**src/hufw_pkg.sv**
```systemverilog
// shared types and constants for the huffman table walk decoder
// used by hufw_ctrl, hufw_datapath and the top level; no dependencies
`default_nettype none

package hufw_pkg;

   localparam int WIN_W    = 32;
   localparam int WORD_W   = 16;
   localparam int ADDR_W   = 12;
   localparam int LEN_W    = 5;
   localparam int SYM_W    = 10;
   localparam int OFFS_W   = 15;
   localparam int LEAF_BIT = 15;

   localparam logic             FUNC_WRITE  = 1'b0;
   localparam logic             FUNC_DECODE = 1'b1;
   localparam logic [SYM_W-1:0] ESC_FIRST   = 10'h3FC;

   typedef enum logic [1:0] {
      ST_IDLE,
      ST_WALK,
      ST_ESCAPE
   } ctl_state_type;

   // controller to datapath
   typedef struct packed {
      logic write_table;
      logic start_walk;
      logic next_step;
      logic start_escape;
      logic finish_ok;
      logic finish_esc;
      logic finish_err;
   } hufw_cmd_type;

   // datapath to controller, all about the entry read last cycle
   typedef struct packed {
      logic is_leaf;
      logic is_escape;
      logic esc_ok;
      logic next_ok;
      logic last_level;
   } hufw_stat_type;

endpackage

`default_nettype wire

```
**src/hufw_ctrl.sv**
```systemverilog
// walk sequencer for the huffman table walk decoder
// depends on hufw_pkg for state, command and status types
`default_nettype none

module hufw_ctrl (
   input  wire logic                   clock,
   input  wire logic                   reset,
   input  wire logic                   start,
   input  wire logic                   req_func,
   input  wire hufw_pkg::hufw_stat_type stat,
   output logic                        busy,
   output hufw_pkg::hufw_cmd_type      cmd
);
   import hufw_pkg::*;

   ctl_state_type state_ff;
   ctl_state_type state_in;

   always_ff @(posedge clock) begin
      if (reset) begin
         state_ff <= ST_IDLE;
      end else begin
         state_ff <= state_in;
      end
   end

   always_comb begin
      state_in = state_ff;
      cmd      = '0;
      busy     = 1'b1;
      case (state_ff)
         ST_IDLE: begin
            busy = 1'b0;
            if (start) begin
               if (req_func == FUNC_DECODE) begin
                  cmd.start_walk = 1'b1;
                  state_in       = ST_WALK;
               end else begin
                  cmd.write_table = 1'b1;
               end
            end
         end
         ST_WALK: begin
            if (stat.is_leaf) begin
               if (!stat.is_escape) begin
                  cmd.finish_ok = 1'b1;
                  state_in      = ST_IDLE;
               end else if (stat.esc_ok) begin
                  cmd.start_escape = 1'b1;
                  state_in         = ST_ESCAPE;
               end else begin
                  cmd.finish_err = 1'b1;
                  state_in       = ST_IDLE;
               end
            end else if (stat.last_level || !stat.next_ok) begin
               // ran out of levels or the pointer left the table
               cmd.finish_err = 1'b1;
               state_in       = ST_IDLE;
            end else begin
               cmd.next_step = 1'b1;
            end
         end
         ST_ESCAPE: begin
            cmd.finish_esc = 1'b1;
            state_in       = ST_IDLE;
         end
         default: begin
            state_in = ST_IDLE;
         end
      endcase
   end

endmodule

`default_nettype wire

```
**config.mk**
```make
export PLATFORM = sky130hd
export DESIGN_NAME = hufw_ctrl
export DESIGN_NICKNAME = d
export VERILOG_FILES = /design/src/hufw_pkg.sv /design/src/hufw_ctrl.sv
export SDC_FILE = /design/constraint.sdc
export NUM_CORES = 1
export LEC_CHECK = 0
export BUFFER_PORTS_ARGS = -buffer_cell sky130_fd_sc_hd__buf_2
export CAP_MARGIN = 20
export CORE_AREA = 2 2 39 41
export DETAILED_ROUTE_END_ITERATION = 16
export DIE_AREA = 0 0 41 43
export MAX_ROUTING_LAYER = met4
export PLACE_DENSITY = 0.41
export SLEW_MARGIN = 20
export SYNTH_ARGS = -nofsm -noshare
export SYNTH_HDL_FRONTEND = slang
export SYNTH_SLANG_ARGS = --single-unit
```
**constraint.sdc**
```tcl
create_clock -name clock -period 1.3 [get_ports clock]
set_input_delay 0.26 -clock clock [delete_from_list [all_inputs] [get_ports clock]]
set_output_delay 0.26 -clock clock [all_outputs]
set_load 0.005 [all_outputs]
```
==> results.cfg, run 1 <==
[yosys]
synth_seq_cells = 2
synth_nets = 31
synth_cells = 22
yosysWarnings = 0
syn-mean-instance-area_um2 = 7.905
synth-seq-area-share_pct = 23.02
synthDominantCellAreaShare_pct = 23.02
synth_top_area_cell = dfxtp_1
synth.area.top_cells = dfxtp_1 (23%), a2111oi_2 (8.6%), a211oi_1 (8.6%), nand3b_1 (8.6%), nor2_1 (8.6%)
synth_cell_types = 14
netlist_area_um2 = 173.9

[floorplan]
die-area_um2 = 1763
rows = 14
ioPinCount = 17
initial_core_util_pct = 12.57
die_y_um = 43
core_um2 = 1384
die_w_um = 41

[place]
port_buffers = 16
gp_congestion = 0.7918
place_hpwl_um = 385.8
dp.cells = 53

[worst_setup_path]
crit_path_start_kind = flip-flop
path_class = reg2out
critPathCaptureType = primary output
cp_data_required_time_ns = 1.04
critPathMaxFanout = 4
arrival_ns = 1.10

[layout]
top_regs = state_ff x2
syn_to_final_growth_pct = 95.68
final_cells = 60
regMostFlops = state_ff
n_antenna_cell = 0
drive_gt1_share_pct = 68.18
fin_nets = 55
largest_reg_flops = 2

[drt]
drc = 0
viasPerCell = 4.000
routed_wl_um = 529
detail-route-antenna-nets = 0
vias = 240
drt-wirelength-per-cell_um = 8.817
firstDrtPassIters = 2
drt_iter0_drc = 3

[cts]
cts_tree = built
htree_levels = 1
numCtsBuffers = 3
clock_path_buffers = 2
cts.sinks = 2
clock_latency_ns = 0.22
root_buffer = clkbuf_4
clkTransAtPathRegs_ns = 0.03

[timing]
fin_ws_ns = -0.05785
skew_ns = 0.001687
max-slew-margin-rel_pct = 81.43
tightest_slew_ns = 0.2780
fmax_mhz = 736.5
setup_violations = 3
period_needed_ns = 1.358
rsz0062_at_grt = true
maxSlewViolCount = 0
fin_crit_sh_pct = 104.5
finalHoldViolations = 0
setup_tns_ns = -0.08106

[power]
power_density_nw_per_um2 = 745.9
p_seq_share_pct = 25.3
combPwrFrac_pct = 21.0
p_sw_share_pct = 23.48
p_leak_nw = 0.1729
p_int_mw = 0.1942
switchingPower_mw = 0.05962
ir_drop_mv = 0.1946
p_clk_share_pct = 53.6

[global_routing]
first_global_vias = 215
grt_max_degree = 6
antenna_found_initial = 0
grt_overflow = 0
grt_pass1_wl_um = 793
gr-usage-all-layers_pct = 7.392

[min_path]
hp-class = in2reg

[run_status]
failed_checks = setup timing
run_status = complete, but fails checks

[job]
drv_cap = 0
## per-stage QoR
stage                     setup slack (ns)  power, mW  area, µm²  hold slack, ns  util [%]
after detailed placement           0.08626     0.1087      266.5          0.4546     19.26
after floorplan                     0.2347    0.08392      173.9          0.3328         -
after global routing               -0.1160     0.2798      340.3          0.2077     24.59
after global placement              0.1034     0.1089      266.5          0.4570     19.26
final                             -0.05785     0.2539      340.3          0.2137     24.59
after CTS                         -0.07350     0.2610      314.1          0.2060     22.69
## cell families (layout without fill, tap and decap cells)
logic type             after synthesis  in the layout  share of synthesized area (%)
AOI/OAI and AO/OA                    3              3                          17.26
buffers and inverters                2             24                          6.474
DFF                                  2              2                          23.02
and+or+nand+nor                     15             15                          53.24
## critical path, stage by stage, from the launching register on
cell	delay [ns]
dfxtp_4	0.35
or2b_1	0.25
a211oi_2	0.14
buf_2	0.13
## cells in the mapped netlist
library cell and count:
a211oi_1 2, nor2b_1 1, buf_4 1, nand2b_1 1, inv_1 1, nor2_1 4, nand3b_1 2, nor3b_1 2
or2b_1 1, nand4bb_1 1, dfxtp_1 2, and2b_2 1, nand2_1 2, a2111oi_2 1
## routing by layer
metal / up-vias / routed length [µm] / global-route usage [%]
met5: - / 0 / -
met4: 0 / 0 / 8.000
met3: 0 / 47 / 3.141
met2: 11 / 279 / 10.00
met1: 107 / 202 / 7.029
li1: 122 / - / -
## cells in the final DEF, fill, tap and decap left out, drive strengths merged
cell type / count
buf: 20
nor3b: 2
nand4bb: 1
a211oi: 2
nand2b: 1
and2b: 1
inv: 1
dfxtp: 2
or2b: 1
clkbuf: 3
nand3b: 2
nor2: 4
nor2b: 1
a2111oi: 1
nand2: 2
## final timing paths
check	depth (start not counted)	slack [ns]	to	from
setup / recovery	3	-0.06	cmd[0]	state_ff[0]$_SDFFE_PP0P_
hold / removal	2	0.21	state_ff[0]$_SDFFE_PP0P_	reset
setup reg to reg	4	0.22	state_ff[1]$_SDFFE_PP0P_	state_ff[0]$_SDFFE_PP0P_
hold reg to reg	1	0.45	state_ff[0]$_SDFFE_PP0P_	state_ff[1]$_SDFFE_PP0P_
## final cells by class
type / count / area (µm²)
sequential: 2 / 45.04
inverter: 1 / 3.754
multi-input combinational: 18 / 135.1
clock buffer: 3 / 22.52
timing repair buffer: 20 / 113.9
fill: 162 / 1044
tap: 16 / 20.02
## what timing repair did
| item | 4_1_cts | 5_1_grt |
|---|---|---|
| hold buffers | 0 | 0 |
| pin swaps | 1 | 1 |
| buffers inserted | 2 | 2 |
| endpoints found under the setup margin | 4 | 7 |
| gates resized for setup | 4 | 3 |
## power by group through the flow
stage	sequential, mW	clock (mW)	combinational [mW]
global placement	0.0660	0	0.0429
floorplan	0.0655	0	0.0184
detailed placement	0.0661	0	0.0426
global route	0.0645	0.156	0.0587
CTS	0.0653	0.147	0.0490
finish	0.0643	0.136	0.0534
(Power assumes the default switching activity.)
==> inputs of run 2 (changes only) <==
--- a/config.mk
+++ b/config.mk
@@ -12,6 +12,7 @@
 export DIE_AREA = 0 0 41 43
 export MAX_ROUTING_LAYER = met4
 export PLACE_DENSITY = 0.41
+export SETUP_SLACK_MARGIN = 0.5
 export SLEW_MARGIN = 20
 export SYNTH_ARGS = -nofsm -noshare
 export SYNTH_HDL_FRONTEND = slang
==> constraint.sdc (replaced) <==
create_clock -name clock -period 1.35 [get_ports clock]
set_input_delay 0.27 -clock clock [delete_from_list [all_inputs] [get_ports clock]]
set_output_delay 0.27 -clock clock [all_outputs]
set_load 0.1 [all_outputs]
==> run 2 against run 1 <==
Effect of this change: the flow still finishes with violations (setup timing); wire length up 13%; utilization rose by 14 points; non-clock buffer count increased by 3; register-to-register slack gained 0.02 ns; clock-buffer cell count unchanged; setup slack got worse by 0.14 ns; largest power group is now combinational logic; highest routed layer unchanged.
==> results.cfg, run 2 (synthesis results as in run 1) <==
[layout]
fin_nets = 58
layout_common_cells = buf_2 (8), buf_12 (8), buf_4 (5), clkbuf_4 (3)
n_antenna_cell = 0
regMostFlops = state_ff
final_cells = 63
drive_gt1_share_pct = 80.85
syn_to_final_growth_pct = 207.9
finalInstanceArea_um2 = 535.5
fill_cells = 155
largest_reg_flops = 2
top_regs = state_ff x2

[cts]
root_buffer = clkbuf_4
cts_tree = built
numCtsBuffers = 3
htree_levels = 1
clock_latency_ns = 0.22
clock_path_buffers = 2
cts.sinks = 2
clkTransAtPathRegs_ns = 0.03

[run_status]
run_status = complete, but fails checks
failed_checks = setup timing

[timing]
fin_ws_ns = -0.1947
fin_crit_sh_pct = 114.4
tightest_slew_ns = 0.2657
fmax_mhz = 647.4
skew_ns = 0.001077
rsz0062_at_grt = true
finalHoldViolations = 0
hold_slack_ns = 0.2538
period_needed_ns = 1.545
max-slew-margin-rel_pct = 82.21
setup_violations = 8
maxSlewViolCount = 0

[floorplan]
ioPinCount = 17
die_y_um = 43
rows = 14
initial_core_util_pct = 12.57
core_um2 = 1384
die-area_um2 = 1763
die_w_um = 41

[worst_setup_path]
arrival_ns = 1.27
reg2reg_to = state_ff[1]$_SDFFE_PP0P_
cp_data_required_time_ns = 1.08
crit_slowest_cell = dfxtp_4
worst-path-buf-inv = 1
r2r_start = state_ff[0]$_SDFFE_PP0P_
regToRegSetupSlack_ns = 0.24
critPathMaxFanout = 4
crit_cells = 3
critPathTopFamily = flip-flops
critPathCaptureType = primary output
crit_path_start_kind = flip-flop
cpPeakStageDelay_ns = 0.35
cp-startpoint = state_ff[0]$_SDFFE_PP0P_
worstPathCellList = or2b_1, a211oi_4, buf_12
cp-endpoint = cmd[0]
path_class = reg2out
reg2regPathDepth = 4

[drt]
routed_wl_um = 596
drt-wirelength-per-cell_um = 9.460
drc = 0
drt_iter0_drc = 0
firstDrtPassIters = 1
vias = 249
viasPerCell = 3.952
detail-route-antenna-nets = 0

[global_routing]
grt_overflow = 0
grt_max_degree = 6
antenna_found_initial = 0
gr-usage-all-layers_pct = 8.624
first_global_vias = 259
grt_pass1_wl_um = 986

[place]
place_area_um2 = 473.0
dp.cells = 58
place_hpwl_um = 482.3
port_buffers = 16
gp_congestion = 0.6618
place_ws_ns = -0.01120

[power]
power_density_nw_per_um2 = 631.5
ir_drop_mv = 0.1780
p_total_mw = 0.3382
p_leak_nw = 0.2135

[job]
drv_cap = 0

[min_path]
hp-class = in2reg
-- run 2: cell types whose count changed in the layout (fill, tap and decap cells not counted), sizes merged --
cell  change
buf       +3
-- run 2: metrics by stage --
step	setup TNS (ns)	utilization, %
3_5_place_dp	-0.01330	34.18
5_1_grt	-1.216	38.70
4_1_cts	-0.8952	37.70
6_report	-0.9080	38.70
2_1_floorplan	-2.104	-
3_3_place_gp	-0.02005	34.18
-- run 2: repair_timing --
item | 4_1_cts | 5_1_grt
endpoints found under the setup margin | 10 | 10
buffers inserted | 1 | 1
gates resized for setup | 4 | 2
pin swaps | 4 | 1
hold buffers | 0 | 0
-- run 2: cell type report --
type                            instances  area, µm²  area share (%)
Tap cell                               16      20.02           3.738
Sequential cell                         2      45.04           8.411
Timing Repair Buffer                   23      260.3           48.60
Multi-Input combinational cell         18      183.9           34.35
Inverter                                1      3.754          0.7009
Clock buffer                            3      22.52           4.206
-- run 2: where the power goes --
part | switching [mW] | internal, mW
sequential | 0.00148 | 0.0601
combinational | 0.0885 | 0.0609
clock | 0.0296 | 0.0977
-- run 2: per-layer routing --
metal	global-route usage [%]	vias to the layer above	wire length (µm)
li1	-	127	-
met1	11.50	117	250
met2	11.25	5	324
met3	0	0	21
met4	8.000	0	0
met5	-	-	0
-- run 2: worst min-delay path by stage --
stage          depth (start not counted)                startpoint  slack (ns)                        to
4_1_cts                                2                     reset        0.25  state_ff[0]$_SDFFE_PP0P_
2_1_floorplan                          1                     reset        0.34  state_ff[0]$_SDFFE_PP0P_
3_5_place_dp                           1  state_ff[1]$_SDFFE_PP0P_        0.43  state_ff[0]$_SDFFE_PP0P_
5_1_grt                                2                     reset        0.26  state_ff[0]$_SDFFE_PP0P_
6_report                               2                     reset        0.25  state_ff[0]$_SDFFE_PP0P_
3_3_place_gp                           1  state_ff[1]$_SDFFE_PP0P_        0.44  state_ff[0]$_SDFFE_PP0P_
==> inputs of run 3 (changes only) <==
--- a/config.mk
+++ b/config.mk
@@ -12,7 +12,8 @@
 export DIE_AREA = 0 0 41 43
 export MAX_ROUTING_LAYER = met4
 export PLACE_DENSITY = 0.41
-export SETUP_SLACK_MARGIN = 0.5
+export RECOVER_POWER = 25
+export SETUP_SLACK_MARGIN = 0.3
 export SLEW_MARGIN = 20
 export SYNTH_ARGS = -nofsm -noshare
 export SYNTH_HDL_FRONTEND = slang
==> run 3 against run 2 <==
Effect of this change: the flow still finishes with violations (setup timing); clock-buffer cell count stayed put; final area decreased by 0.93%; cell count decreased by 1.6%; die area unchanged; wire length down 9.9%; utilization down 0.36 points; setup slack got worse by 0.0081 ns; clock power is essentially flat; total power is 0.14% higher; combinational power is essentially flat; largest power group unchanged.
==> results.cfg, run 3 (synthesis results as in run 1) <==
[place]
port_buffers = 16
gp_congestion = 0.6274
place_hpwl_um = 466.4
place_ws_ns = -0.02056

[drt]
drt-wirelength-per-cell_um = 8.661
routed_wl_um = 537
detail-route-antenna-nets = 0
drt_iter0_drc = 1
firstDrtPassIters = 2
viasPerCell = 3.774
vias = 234
drc = 0

[run_status]
failed_checks = setup timing
run_status = complete, but fails checks

[layout]
fin_nets = 57
n_antenna_cell = 0
syn_to_final_growth_pct = 205.0
regMostFlops = state_ff
largest_reg_flops = 2
fill_cells = 134
utilization_pct = 38.34
top_regs = state_ff x2
drive_gt1_share_pct = 84.78
layout_common_cells = buf_2 (8), buf_12 (8), buf_4 (5), nor2_2 (3), clkbuf_4 (3)

[worst_setup_path]
crit_path_start_kind = flip-flop
path_class = reg2out
cp_data_required_time_ns = 1.08
critPathCaptureType = primary output
arrival_ns = 1.28
critPathMaxFanout = 5

[cts]
numCtsBuffers = 3
cts_tree = built
htree_levels = 1
holdBufCountCts = 0
cts.sinks = 2
clock_path_buffers = 2
clkTransAtPathRegs_ns = 0.03
clock_latency_ns = 0.22
root_buffer = clkbuf_4

[global_routing]
first_global_vias = 253
grt_pass1_wl_um = 945
gr-usage-all-layers_pct = 7.992
grt_overflow = 0
antenna_found_initial = 0
grt_max_degree = 6

[floorplan]
core_um2 = 1384
rows = 14
die_w_um = 41
initial_core_util_pct = 12.57
die-area_um2 = 1763
ioPinCount = 17
die_y_um = 43

[timing]
skew_ns = 0.002542
setup_violations = 6
tightest_slew_ns = 0.2690
fmax_mhz = 644.0
fin_ws_ns = -0.2028
fin_crit_sh_pct = 115.0
rsz0062_at_grt = true
period_needed_ns = 1.553
maxSlewViolCount = 0
hold_slack_ns = 0.2486
finalHoldViolations = 0
max-slew-margin-rel_pct = 81.99

[power]
power_density_nw_per_um2 = 638.3
p_leak_nw = 0.2096
ir_drop_mv = 0.1607

[min_path]
hp-class = in2reg

[job]
drv_cap = 0
run 3: area by class of cell:
| class | count | area, µm² | area share (%) |
|---|---|---|---|
| clock buffers | 3 | 22.52 | 4.245 |
| multi-input cells | 18 | 190.2 | 35.85 |
| inverters | 1 | 3.754 | 0.7075 |
| flip-flops and latches | 2 | 45.04 | 8.491 |
| repair buffers | 22 | 249.0 | 46.93 |
| well taps | 16 | 20.02 | 3.774 |
run 3: through the flow:
stage / instances / total power [mW] / cell area (µm²) / setup TNS (ns)
6_report: 62 / 0.3386 / 530.5 / -0.7524
3_3_place_gp: 58 / 0.2047 / 473.0 / -0.03320
2_1_floorplan: 22 / 0.1426 / 226.5 / -2.104
3_5_place_dp: 58 / 0.2045 / 473.0 / -0.02056
4_1_cts: 62 / 0.3487 / 521.8 / -0.9891
5_1_grt: 62 / 0.3588 / 530.5 / -1.225
run 3: power breakdown:
group	internal, mW	switching (mW)
sequential	0.0601	0.00192
combinational	0.0595	0.0871
clock	0.0979	0.0321
total	0.217	0.121
run 3: worst paths after layout:
| path | end | startpoint | slack, ns | depth (start not counted) |
|---|---|---|---|---|
| min reg2reg | state_ff[0]$_SDFFE_PP0P_ | state_ff[1]$_SDFFE_PP0P_ | 0.45 | 1 |
| max | cmd[4] | state_ff[0]$_SDFFE_PP0P_ | -0.20 | 4 |
| max reg2reg | state_ff[1]$_SDFFE_PP0P_ | state_ff[0]$_SDFFE_PP0P_ | 0.13 | 5 |
| min | state_ff[0]$_SDFFE_PP0P_ | reset | 0.25 | 2 |
run 3: what timing repair did:
action | in CTS | in global routing
gates resized for setup | 4 | 3
pin swaps | 2 | 1
endpoints found under the setup margin | 9 | 9
buffers inserted | 1 | 0
run 3: critical path, cell delays in order (launching register included):
cell and delay, ns:
dfxtp_4 0.35, or2b_4 0.28, buf_6 0.12, nor2b_4 0.12, buf_12 0.18
run 3: metal layers:
layer  track usage, %  wire length, µm  up-vias
li1                 -                -      126
met3            1.571               22        0
met2            12.50              296        6
met1            9.206              219      102
met5                -                0        -
met4            4.000                0        0
